$ cat config.mk
export PLATFORM = sky130hd
export DESIGN_NAME = base64_strict_decoder
export DESIGN_NICKNAME = d
export VERILOG_FILES = /design/src/rtl/b64sd_pkg.sv /design/src/rtl/b64sd_front.sv /design/src/rtl/b64sd_queue.sv /design/src/rtl/b64sd_back.sv /design/src/rtl/base64_strict_decoder.sv
export SDC_FILE = /design/constraint.sdc
export NUM_CORES = 1
export LEC_CHECK = 0
export BUFFER_PORTS_ARGS = -buffer_cell sky130_fd_sc_hd__buf_2
export CAP_MARGIN = 20
export CORE_UTILIZATION = 40
export DETAILED_ROUTE_END_ITERATION = 8
export GPL_ROUTABILITY_DRIVEN = 0
export PLACE_DENSITY_LB_ADDON = 0.25
export SETUP_SLACK_MARGIN = 0.3
export SLEW_MARGIN = 10
export SYNTH_ARGS = -nofsm -noshare
export SYNTH_HDL_FRONTEND = slang
export SYNTH_SLANG_ARGS = --single-unit
$ cat constraint.sdc
create_clock -name aclk -period 4.1 [get_ports aclk]
set_clock_uncertainty 0.1 [all_clocks]
set_input_delay 0 -clock aclk [delete_from_list [all_inputs] [get_ports aclk]]
set_output_delay 0 -clock aclk [all_outputs]
set_load 0.1 [all_outputs]
$ cat src/rtl/b64sd_pkg.sv
// Package: shared types and constants for the strict base64 decoder.
`timescale 1ns / 1ps

package b64sd_pkg;

    localparam int QUEUE_DEPTH = 4;

    localparam logic [7:0] CH_UP_A  = 8'h41;
    localparam logic [7:0] CH_UP_Z  = 8'h5A;
    localparam logic [7:0] CH_LO_A  = 8'h61;
    localparam logic [7:0] CH_LO_Z  = 8'h7A;
    localparam logic [7:0] CH_DIG_0 = 8'h30;
    localparam logic [7:0] CH_DIG_9 = 8'h39;
    localparam logic [7:0] CH_PLUS  = 8'h2B;
    localparam logic [7:0] CH_SLASH = 8'h2F;
    localparam logic [7:0] CH_PAD   = 8'h3D;

    localparam logic [7:0] LO_BASE  = 8'd26;
    localparam logic [7:0] DIG_BASE = 8'd52;
    localparam logic [5:0] VAL_PLUS  = 6'd62;
    localparam logic [5:0] VAL_SLASH = 6'd63;

    localparam logic [1:0] ST_OK          = 2'd0;
    localparam logic [1:0] ST_BAD_LENGTH  = 2'd1;
    localparam logic [1:0] ST_BAD_PAYLOAD = 2'd2;

    // One queued decode job: up to three results from one group.
    typedef struct packed {
        logic [23:0] chunk;
        logic [1:0]  nres;
        logic        has_bytes;
        logic        end_text;
        logic [1:0]  status;
    } job_t;

endpackage

$ cat src/rtl/b64sd_front.sv
// Front end: character classification, group assembly and error tracking.
`timescale 1ns / 1ps

module b64sd_front
    import b64sd_pkg::*;
(
    input  logic       aclk,
    input  logic       aresetn,
    input  logic       s_valid,
    output logic       s_ready,
    input  logic [7:0] s_character,
    input  logic       s_last,
    input  logic       queue_full,
    output logic       push,
    output job_t       push_job
);

    logic [1:0]  slot_reg,  slot_next;
    logic [17:0] acc_reg,   acc_next;
    logic [2:0]  pad_reg,   pad_next;
    logic [1:0]  len_reg,   len_next;
    logic [1:0]  err_reg,   err_next;

    logic        bad;
    logic        err;
    logic [5:0]  v;
    logic [6:0]  sx;
    logic [1:0]  n;
    logic        accept;

    function automatic logic [6:0] sextet_of(input logic [7:0] c);
        logic [6:0] r;
        r = '0;
        if (c inside {[CH_UP_A:CH_UP_Z]}) begin
            r = {1'b1, 6'(c - CH_UP_A)};
        end else if (c inside {[CH_LO_A:CH_LO_Z]}) begin
            r = {1'b1, 6'(c - CH_LO_A + LO_BASE)};
        end else if (c inside {[CH_DIG_0:CH_DIG_9]}) begin
            r = {1'b1, 6'(c - CH_DIG_0 + DIG_BASE)};
        end else if (c == CH_PLUS) begin
            r = {1'b1, VAL_PLUS};
        end else if (c == CH_SLASH) begin
            r = {1'b1, VAL_SLASH};
        end
        return r;
    endfunction

    assign s_ready = !queue_full;
    assign accept  = s_valid && s_ready;
    assign err     = (err_reg != ST_OK);
    assign sx      = sextet_of(s_character);

    always_comb begin
        bad       = 1'b0;
        v         = '0;
        n         = '0;
        pad_next  = pad_reg;
        slot_next = slot_reg;
        acc_next  = acc_reg;
        push      = 1'b0;
        push_job  = '0;

        if (!err) begin
            if (s_character == CH_PAD) begin
                if (pad_reg != 3'd7) begin
                    pad_next = pad_reg + 3'd1;
                end
            end else if (pad_reg != 3'd0) begin
                bad = 1'b1;
            end else if (!sx[6]) begin
                bad = 1'b1;
            end else begin
                v = sx[5:0];
            end
        end

        len_next = len_reg + 2'd1;
        push_job.chunk = {acc_reg, v};

        if (slot_reg != 2'd3) begin
            acc_next  = {acc_reg[11:0], v};
            slot_next = slot_reg + 2'd1;
        end else begin
            if (!err && !bad) begin
                if (pad_next > 3'd2) begin
                    bad = 1'b1;
                end else if (pad_next != 3'd0 && !s_last) begin
                    bad = 1'b1;
                end else begin
                    n = 2'(3'd3 - pad_next);
                end
            end
            slot_next = '0;
            acc_next  = '0;
            pad_next  = '0;
        end

        err_next = bad ? ST_BAD_PAYLOAD : err_reg;

        push_job.nres      = (n != 2'd0) ? n : 2'd1;
        push_job.has_bytes = (n != 2'd0);
        push_job.end_text  = s_last;
        push_job.status    = ST_OK;
        if (s_last) begin
            push_job.status = (len_next != 2'd0) ? ST_BAD_LENGTH : err_next;
            slot_next = '0;
            acc_next  = '0;
            pad_next  = '0;
            len_next  = '0;
            err_next  = ST_OK;
        end
        push = accept && ((n != 2'd0) || s_last);
    end

    always_ff @(posedge aclk) begin
        if (!aresetn) begin
            slot_reg <= '0;
            acc_reg  <= '0;
            pad_reg  <= '0;
            len_reg  <= '0;
            err_reg  <= ST_OK;
        end else if (accept) begin
            slot_reg <= slot_next;
            acc_reg  <= acc_next;
            pad_reg  <= pad_next;
            len_reg  <= len_next;
            err_reg  <= err_next;
        end
    end

endmodule

$ cat src/rtl/b64sd_queue.sv
// Short job queue between the front end and the byte emitter.
`timescale 1ns / 1ps

module b64sd_queue
    import b64sd_pkg::*;
#(
    parameter int DEPTH = QUEUE_DEPTH
) (
    input  logic aclk,
    input  logic aresetn,
    input  logic push,
    input  job_t push_job,
    input  logic pop,
    output logic full,
    output logic not_empty,
    output job_t head
);

    localparam int PTR_W = (DEPTH > 1) ? $clog2(DEPTH) : 1;
    localparam int CNT_W = $clog2(DEPTH + 1);

    job_t             entries_reg [DEPTH];
    logic [PTR_W-1:0] wr_ptr_reg, rd_ptr_reg;
    logic [CNT_W-1:0] count_reg;
    logic             do_push, do_pop;

    assign full      = (count_reg == CNT_W'(DEPTH));
    assign not_empty = (count_reg != '0);
    assign head      = entries_reg[rd_ptr_reg];
    assign do_push   = push && !full;
    assign do_pop    = pop && not_empty;

    function automatic logic [PTR_W-1:0] wrap_inc(input logic [PTR_W-1:0] p);
        return (p == PTR_W'(DEPTH - 1)) ? '0 : p + PTR_W'(1);
    endfunction

    always_ff @(posedge aclk) begin
        if (do_push) begin
            entries_reg[wr_ptr_reg] <= push_job;
        end
    end

    always_ff @(posedge aclk) begin
        if (!aresetn) begin
            wr_ptr_reg <= '0;
            rd_ptr_reg <= '0;
            count_reg  <= '0;
        end else begin
            if (do_push) begin
                wr_ptr_reg <= wrap_inc(wr_ptr_reg);
            end
            if (do_pop) begin
                rd_ptr_reg <= wrap_inc(rd_ptr_reg);
            end
            if (do_push && !do_pop) begin
                count_reg <= count_reg + CNT_W'(1);
            end else if (do_pop && !do_push) begin
                count_reg <= count_reg - CNT_W'(1);
            end
        end
    end

endmodule

$ cat src/rtl/b64sd_back.sv
// Back end: splits each queued job into byte transfers on the output register.
`timescale 1ns / 1ps

module b64sd_back
    import b64sd_pkg::*;
(
    input  logic       aclk,
    input  logic       aresetn,
    input  logic       not_empty,
    input  job_t       head,
    output logic       pop,
    output logic       m_valid,
    input  logic       m_ready,
    output logic [7:0] m_data_byte,
    output logic       m_has_byte,
    output logic       m_end_of_text,
    output logic [1:0] m_status
);

    logic [1:0] idx_reg;
    logic       valid_reg;
    logic [7:0] data_reg;
    logic       has_reg;
    logic       end_reg;
    logic [1:0] status_reg;

    logic       adv;
    logic       fire;
    logic       final_res;
    logic [7:0] sel_byte;

    assign adv       = !valid_reg || m_ready;
    assign fire      = adv && not_empty;
    assign final_res = (idx_reg == head.nres - 2'd1);
    assign pop       = fire && final_res;

    always_comb begin
        case (idx_reg)
            2'd0:    sel_byte = head.chunk[23:16];
            2'd1:    sel_byte = head.chunk[15:8];
            default: sel_byte = head.chunk[7:0];
        endcase
    end

    always_ff @(posedge aclk) begin
        if (!aresetn) begin
            valid_reg <= 1'b0;
            idx_reg   <= '0;
        end else if (adv) begin
            valid_reg <= not_empty;
            if (fire) begin
                idx_reg <= final_res ? 2'd0 : idx_reg + 2'd1;
            end
        end
    end

    always_ff @(posedge aclk) begin
        if (fire) begin
            data_reg   <= head.has_bytes ? sel_byte : 8'd0;
            has_reg    <= head.has_bytes;
            end_reg    <= head.end_text && final_res;
            status_reg <= (head.end_text && final_res) ? head.status : ST_OK;
        end
    end

    assign m_valid       = valid_reg;
    assign m_data_byte   = data_reg;
    assign m_has_byte    = has_reg;
    assign m_end_of_text = end_reg;
    assign m_status      = status_reg;

endmodule

$ cat src/rtl/base64_strict_decoder.sv
// Top level of the strict base64 decoder.
//
// Input: one character a transfer on s_valid/s_ready, s_last on the final one.
// Output: decoded bytes on m_valid/m_ready; m_has_byte marks a real byte,
// m_end_of_text the final transfer of a text, with m_status (0 ok, 1 bad
// length, 2 bad payload). Bytes of a text whose status is not ok are void.
// A character is taken every cycle while the job queue has room; the front
// end classifies it and queues a job at each error-free group end and at
// the final character. The emitter sends one byte a cycle from the head
// job while m_ready allows, so a group of four characters yields up to
// three bytes; the output port sets the peak rate at one transfer per cycle.
// The first byte of a job passes from the queue entry to the output register.
// A stalled receiver fills the queue (QUEUE_DEPTH jobs), then s_ready drops.
// Synchronous reset (aresetn low) clears group state, queue and output valid.
`timescale 1ns / 1ps

module base64_strict_decoder
    import b64sd_pkg::*;
#(
    parameter int QUEUE_DEPTH_P = QUEUE_DEPTH
) (
    input  logic       aclk,
    input  logic       aresetn,
    input  logic       s_valid,
    output logic       s_ready,
    input  logic [7:0] s_character,
    input  logic       s_last,
    output logic       m_valid,
    input  logic       m_ready,
    output logic [7:0] m_data_byte,
    output logic       m_has_byte,
    output logic       m_end_of_text,
    output logic [1:0] m_status
);

    logic push, pop, full, not_empty;
    job_t push_job, head;

    b64sd_front u_front (
        .aclk        (aclk),
        .aresetn     (aresetn),
        .s_valid     (s_valid),
        .s_ready     (s_ready),
        .s_character (s_character),
        .s_last      (s_last),
        .queue_full  (full),
        .push        (push),
        .push_job    (push_job)
    );

    b64sd_queue #(
        .DEPTH (QUEUE_DEPTH_P)
    ) u_queue (
        .aclk      (aclk),
        .aresetn   (aresetn),
        .push      (push),
        .push_job  (push_job),
        .pop       (pop),
        .full      (full),
        .not_empty (not_empty),
        .head      (head)
    );

    b64sd_back u_back (
        .aclk          (aclk),
        .aresetn       (aresetn),
        .not_empty     (not_empty),
        .head          (head),
        .pop           (pop),
        .m_valid       (m_valid),
        .m_ready       (m_ready),
        .m_data_byte   (m_data_byte),
        .m_has_byte    (m_has_byte),
        .m_end_of_text (m_end_of_text),
        .m_status      (m_status)
    );

endmodule

==> run summary <==
LOGIC SYNTHESIS
-------------------------------------------------------------------------------------------------
Number of synthesized flops with an enable pin .....................................          132
Share of synthesized area occupied by flip-flops and latches .......................        0.644
Synthesis-stage register bit count .................................................          171
Syn Std Cell Area ..................................................................     7370 um2
Nets in the synthesized netlist ....................................................          537
Synth Flop Type .................................................................... sky130_fd_sc_hd__edfxtp_1
Synthesized instance count .........................................................          503
Warning count from the yosys run ...................................................            0
Share of synthesized registers carrying an async set or reset ......................            0
Mean post-synth cell area ..........................................................     14.6 um2
Number of distinct library cell variants in the gate-level netlist after synthesis .           62

ROUTE
-------------------------------------------------------------------------------------------------
DRC violations left ................................................................            0
Total wire length ..................................................................      14.4 mm
Vias post-DR .......................................................................         4301
Routed wirelength normalized by instance count .....................................      18.5 um
Iter 0 DRT Violations ..............................................................          313
Vias per cell ......................................................................         5.52
Number of detailed-route iterations in the first pass ..............................            4
Remaining antenna violation count after routing ....................................            0

FLOORPLAN
-------------------------------------------------------------------------------------------------
Area enclosed by the die boundary ..................................................    19000 um2
Number of rows created at floorplan ................................................           49
Number of top-level pins ...........................................................           27
Die boundary width .................................................................       138 um
Vertical extent of the die .........................................................       138 um
Initial core utilization ...........................................................        0.409
Core box area ......................................................................    18000 um2

CLOCKING
-------------------------------------------------------------------------------------------------
Maximum level of the CTS H-tree ....................................................            4
Worst-path clk slew ................................................................      0.07 ns
Clock tree from TritonCTS ..........................................................          yes
Buffer count from post-CTS setup fixing ............................................            0
Root buf cell ...................................................................... sky130_fd_sc_hd__clkbuf_16
Sinks on Clock Net .................................................................          171
CTS Buffer Depth ...................................................................            2
Clock network latency to the later pin of the worst-skew pair ......................      0.43 ns
Clock buffer count from CTS ........................................................           17

TIMING
-------------------------------------------------------------------------------------------------
Transition at the pin with the smallest max-transition slack .......................     0.968 ns
Final-report max-slew violation count ..............................................            0
Count of endpoints failing setup in the final report ...............................            0
Final period utilization ...........................................................        0.806
Total negative setup slack .........................................................         0 ns
Worst slew slack as a fraction of its limit ........................................        0.350
Number of endpoints with negative hold slack in the final report ...................            0
F_max ..............................................................................    0.303 GHz
Unrepaired setup endpoints after global routing ....................................        false
Clock period minus worst slack .....................................................      3.30 ns
Worst hold slack after final layout ................................................    0.0256 ns

GLOBAL ROUTING
-------------------------------------------------------------------------------------------------
Total gr overflow ..................................................................            0
Number of antenna violations at the first check in global routing ..................            0
Number of global-route vias before repair ..........................................         4295
Maximum number of pins on one net before global-route repair .......................           45
Met1 track demand over resource ....................................................        0.224
Wire length of the first global-routing pass .......................................      23.0 mm
Most utilized layer in the global route result .....................................         met2
Total GRT Usage ....................................................................        0.165
Met2 track demand over resource ....................................................        0.261
Met3 usage in global routing .......................................................       0.0368

MIN PATH
-------------------------------------------------------------------------------------------------
Min-Delay Path Depth ...............................................................            4
Hold Path Sink ..................................................................... u_front.acc_reg[2]$_SDFFE_PN0P_
Startpoint of the tightest hold check path ......................................... s_character[2]
Worst hold path type ...............................................................    in -> reg

POWER
-------------------------------------------------------------------------------------------------
Pleak ..............................................................................      2.91 nW
Worst vdd rail ir drop .............................................................   0.000426 V
Total power density per cell area ..................................................   604 nW/um2

PLACEMENT
-------------------------------------------------------------------------------------------------
Half-perimeter wire length of the detailed placement result ........................      8.80 mm
PortBufs ...........................................................................           26

FINAL LAYOUT
-------------------------------------------------------------------------------------------------
Max FFs per register ...............................................................          120
Area growth syn-to-layout ..........................................................        14.1%
Fraction of layout instances using a drive strength above 1 ........................        0.209
Net total in the final layout ......................................................          571
Count of antenna diodes in the layout ..............................................            0

WORST SETUP PATH
-------------------------------------------------------------------------------------------------
Crit-path cells .................................................................... inv_1, ha_1, nor2_1, nand3_1, a21oi_1, a41oi_4, inv_1, ha_1, inv_1, fa_1, xor2_1, or3_1, a21boi_0
Reg2Reg Setup Slack ................................................................      0.80 ns
Most prevalent standard cell on the critical path .................................. sky130_fd_sc_hd__inv_1
Worst Setup Path Type ..............................................................   reg -> reg
Peak per-stage delay on the critical path ..........................................      0.43 ns
Critical register-to-register path startpoint ...................................... u_front.pad_reg[0]$_SDFFE_PN0P_
Startpoint class of the critical path ..............................................    flip-flop
Data arrival time of the critical path .............................................      3.55 ns
Data required time of the worst path ...............................................      4.35 ns
Max FO, Critical Path ..............................................................            7
R2r endpoint ....................................................................... u_queue.count_reg[2]$_SDFFE_PN0P_
Worst r2r path cells ...............................................................           13
Slowest-stage cell, CP ............................................................. sky130_fd_sc_hd__dfxtp_1
Critical Path End Type .............................................................    flip-flop

STATUS
-------------------------------------------------------------------------------------------------
Status .............................................................................    completed

JOB
-------------------------------------------------------------------------------------------------
Number of maximum-capacitance violations ...........................................            0

## power by group
| group | total (mW) | switching (mW) | leakage [nW] | internal (mW) |
|---|---|---|---|---|
| Combinational | 1.31 | 0.974 | 1.06 | 0.339 |
| Clock | 1.67 | 0.652 | 0.311 | 1.02 |
| Sequential | 2.10 | 0.0605 | 1.54 | 2.03 |
## routing by layer
layer / vias to the layer above / share of wire
li1: 2001 / -
met1: 2159 / 0.46
met2: 121 / 0.48
met3: 20 / 0.041
met4: 0 / 0.016
met5: - / 0
## Yosys cell counts (3+ instances only)
cell | count | area, um2
sky130_fd_sc_hd__a211oi_1 | 4 | 30.0
sky130_fd_sc_hd__buf_1 | 3 | 11.3
sky130_fd_sc_hd__xnor2_1 | 4 | 35.0
sky130_fd_sc_hd__mux4_2 | 29 | 653
sky130_fd_sc_hd__a31oi_1 | 5 | 31.3
sky130_fd_sc_hd__mux2i_1 | 6 | 60.1
sky130_fd_sc_hd__o22ai_1 | 3 | 18.8
sky130_fd_sc_hd__nor4_1 | 4 | 25.0
sky130_fd_sc_hd__nor3_1 | 6 | 30.0
sky130_fd_sc_hd__a22oi_1 | 20 | 150
sky130_fd_sc_hd__a21boi_0 | 3 | 22.5
sky130_fd_sc_hd__edfxtp_1 | 132 | 3960
sky130_fd_sc_hd__nor2_1 | 17 | 63.8
sky130_fd_sc_hd__and2_1 | 6 | 37.5
sky130_fd_sc_hd__dfxtp_1 | 39 | 781
sky130_fd_sc_hd__o21ai_0 | 8 | 40.0
sky130_fd_sc_hd__a21o_1 | 3 | 22.5
sky130_fd_sc_hd__nand2_1 | 38 | 143
sky130_fd_sc_hd__and3_1 | 10 | 62.6
sky130_fd_sc_hd__nor2b_1 | 27 | 169
sky130_fd_sc_hd__inv_1 | 21 | 78.8
sky130_fd_sc_hd__nand3_1 | 13 | 65.1
sky130_fd_sc_hd__buf_2 | 6 | 30.0
sky130_fd_sc_hd__a32o_1 | 3 | 30.0
sky130_fd_sc_hd__clkbuf_1 | 11 | 41.3
sky130_fd_sc_hd__ha_1 | 20 | 250
sky130_fd_sc_hd__a21oi_1 | 20 | 100
## logic make-up after synthesis
group	count (synthesis)	synth area share
adders and majority gates	21	0.0367
muxes	37	0.0998
AOI/OAI and AO/OA	92	0.0944
and+or+nand+nor	135	0.0963
buffers and inverters	42	0.0229
DFF	171	0.644
xor gates and xnor gates	5	0.00594
## what timing repair did
| item | in CTS | in global routing |
|---|---|---|
| hold buffers | 2 | 0 |
| resized for setup | 0 | 0 |
| endpoints found under the hold margin | 12 | 0 |
## metrics by stage
stage	util	worst slack (ns)	instances	instance area (um2)	total power, mW
after detailed placement	0.431	0.703	745	7770	3.46
after CTS	0.467	0.790	779	8410	5.13
after global placement	0.431	0.789	745	7770	3.44
final	0.467	0.796	779	8410	5.08
after floorplan	-	0.677	503	7370	3.17
after global routing	0.467	0.515	779	8410	5.29
## layout make-up
type / count / area [um2]
Sequential cell: 171 / 4750
Fill cell: 1579 / 9620
Tap cell: 229 / 287
Clock inverter: 15 / 198
Multi-Input combinational cell: 290 / 2460
Clock buffer: 17 / 425
Timing Repair Buffer: 36 / 210
Inverter: 21 / 78.8
## worst max-delay path, delay by kind of cell, from the launching register on
kind                     cells  cell delay (ns)
adder cells (fa/ha/maj)      3             0.97
AO/OA/AOI/OAI                3             0.79
AND/OR/NAND/NOR              3             0.48
flip-flops                   1             0.43
buffers and inverters        3             0.30
XOR/XNOR                     1             0.15
## placed cells by master (no fill, tap or decap), drive strengths merged, types with 20 or more instances in the layout
master / netlist / final
edfxtp: 132 / 132
dfxtp: 39 / 39
nand2: 38 / 38
buf: 10 / 34
mux4: 29 / 29
nor2b: 27 / 27
inv: 21 / 23
a21oi: 21 / 21
a22oi: 20 / 20
ha: 20 / 20
## worst max-delay path by stage
stage | from | end | slack [ns]
finish | u_front.pad_reg[0]$_SDFFE_PN0P_ | u_queue.count_reg[2]$_SDFFE_PN0P_ | 0.80
detailed placement | s_character[2] | u_queue.count_reg[2]$_SDFFE_PN0P_ | 0.70
global route | u_front.pad_reg[0]$_SDFFE_PN0P_ | u_queue.count_reg[2]$_SDFFE_PN0P_ | 0.51
floorplan | u_front.pad_reg[0]$_SDFFE_PN0P_ | u_queue.entries_reg[0][0]$_DFFE_PP_ | 0.68
CTS | u_front.pad_reg[0]$_SDFFE_PN0P_ | u_queue.count_reg[2]$_SDFFE_PN0P_ | 0.79
global placement | s_character[2] | u_queue.count_reg[2]$_SDFFE_PN0P_ | 0.79
Note: power is estimated with default switching activity, not from simulation.
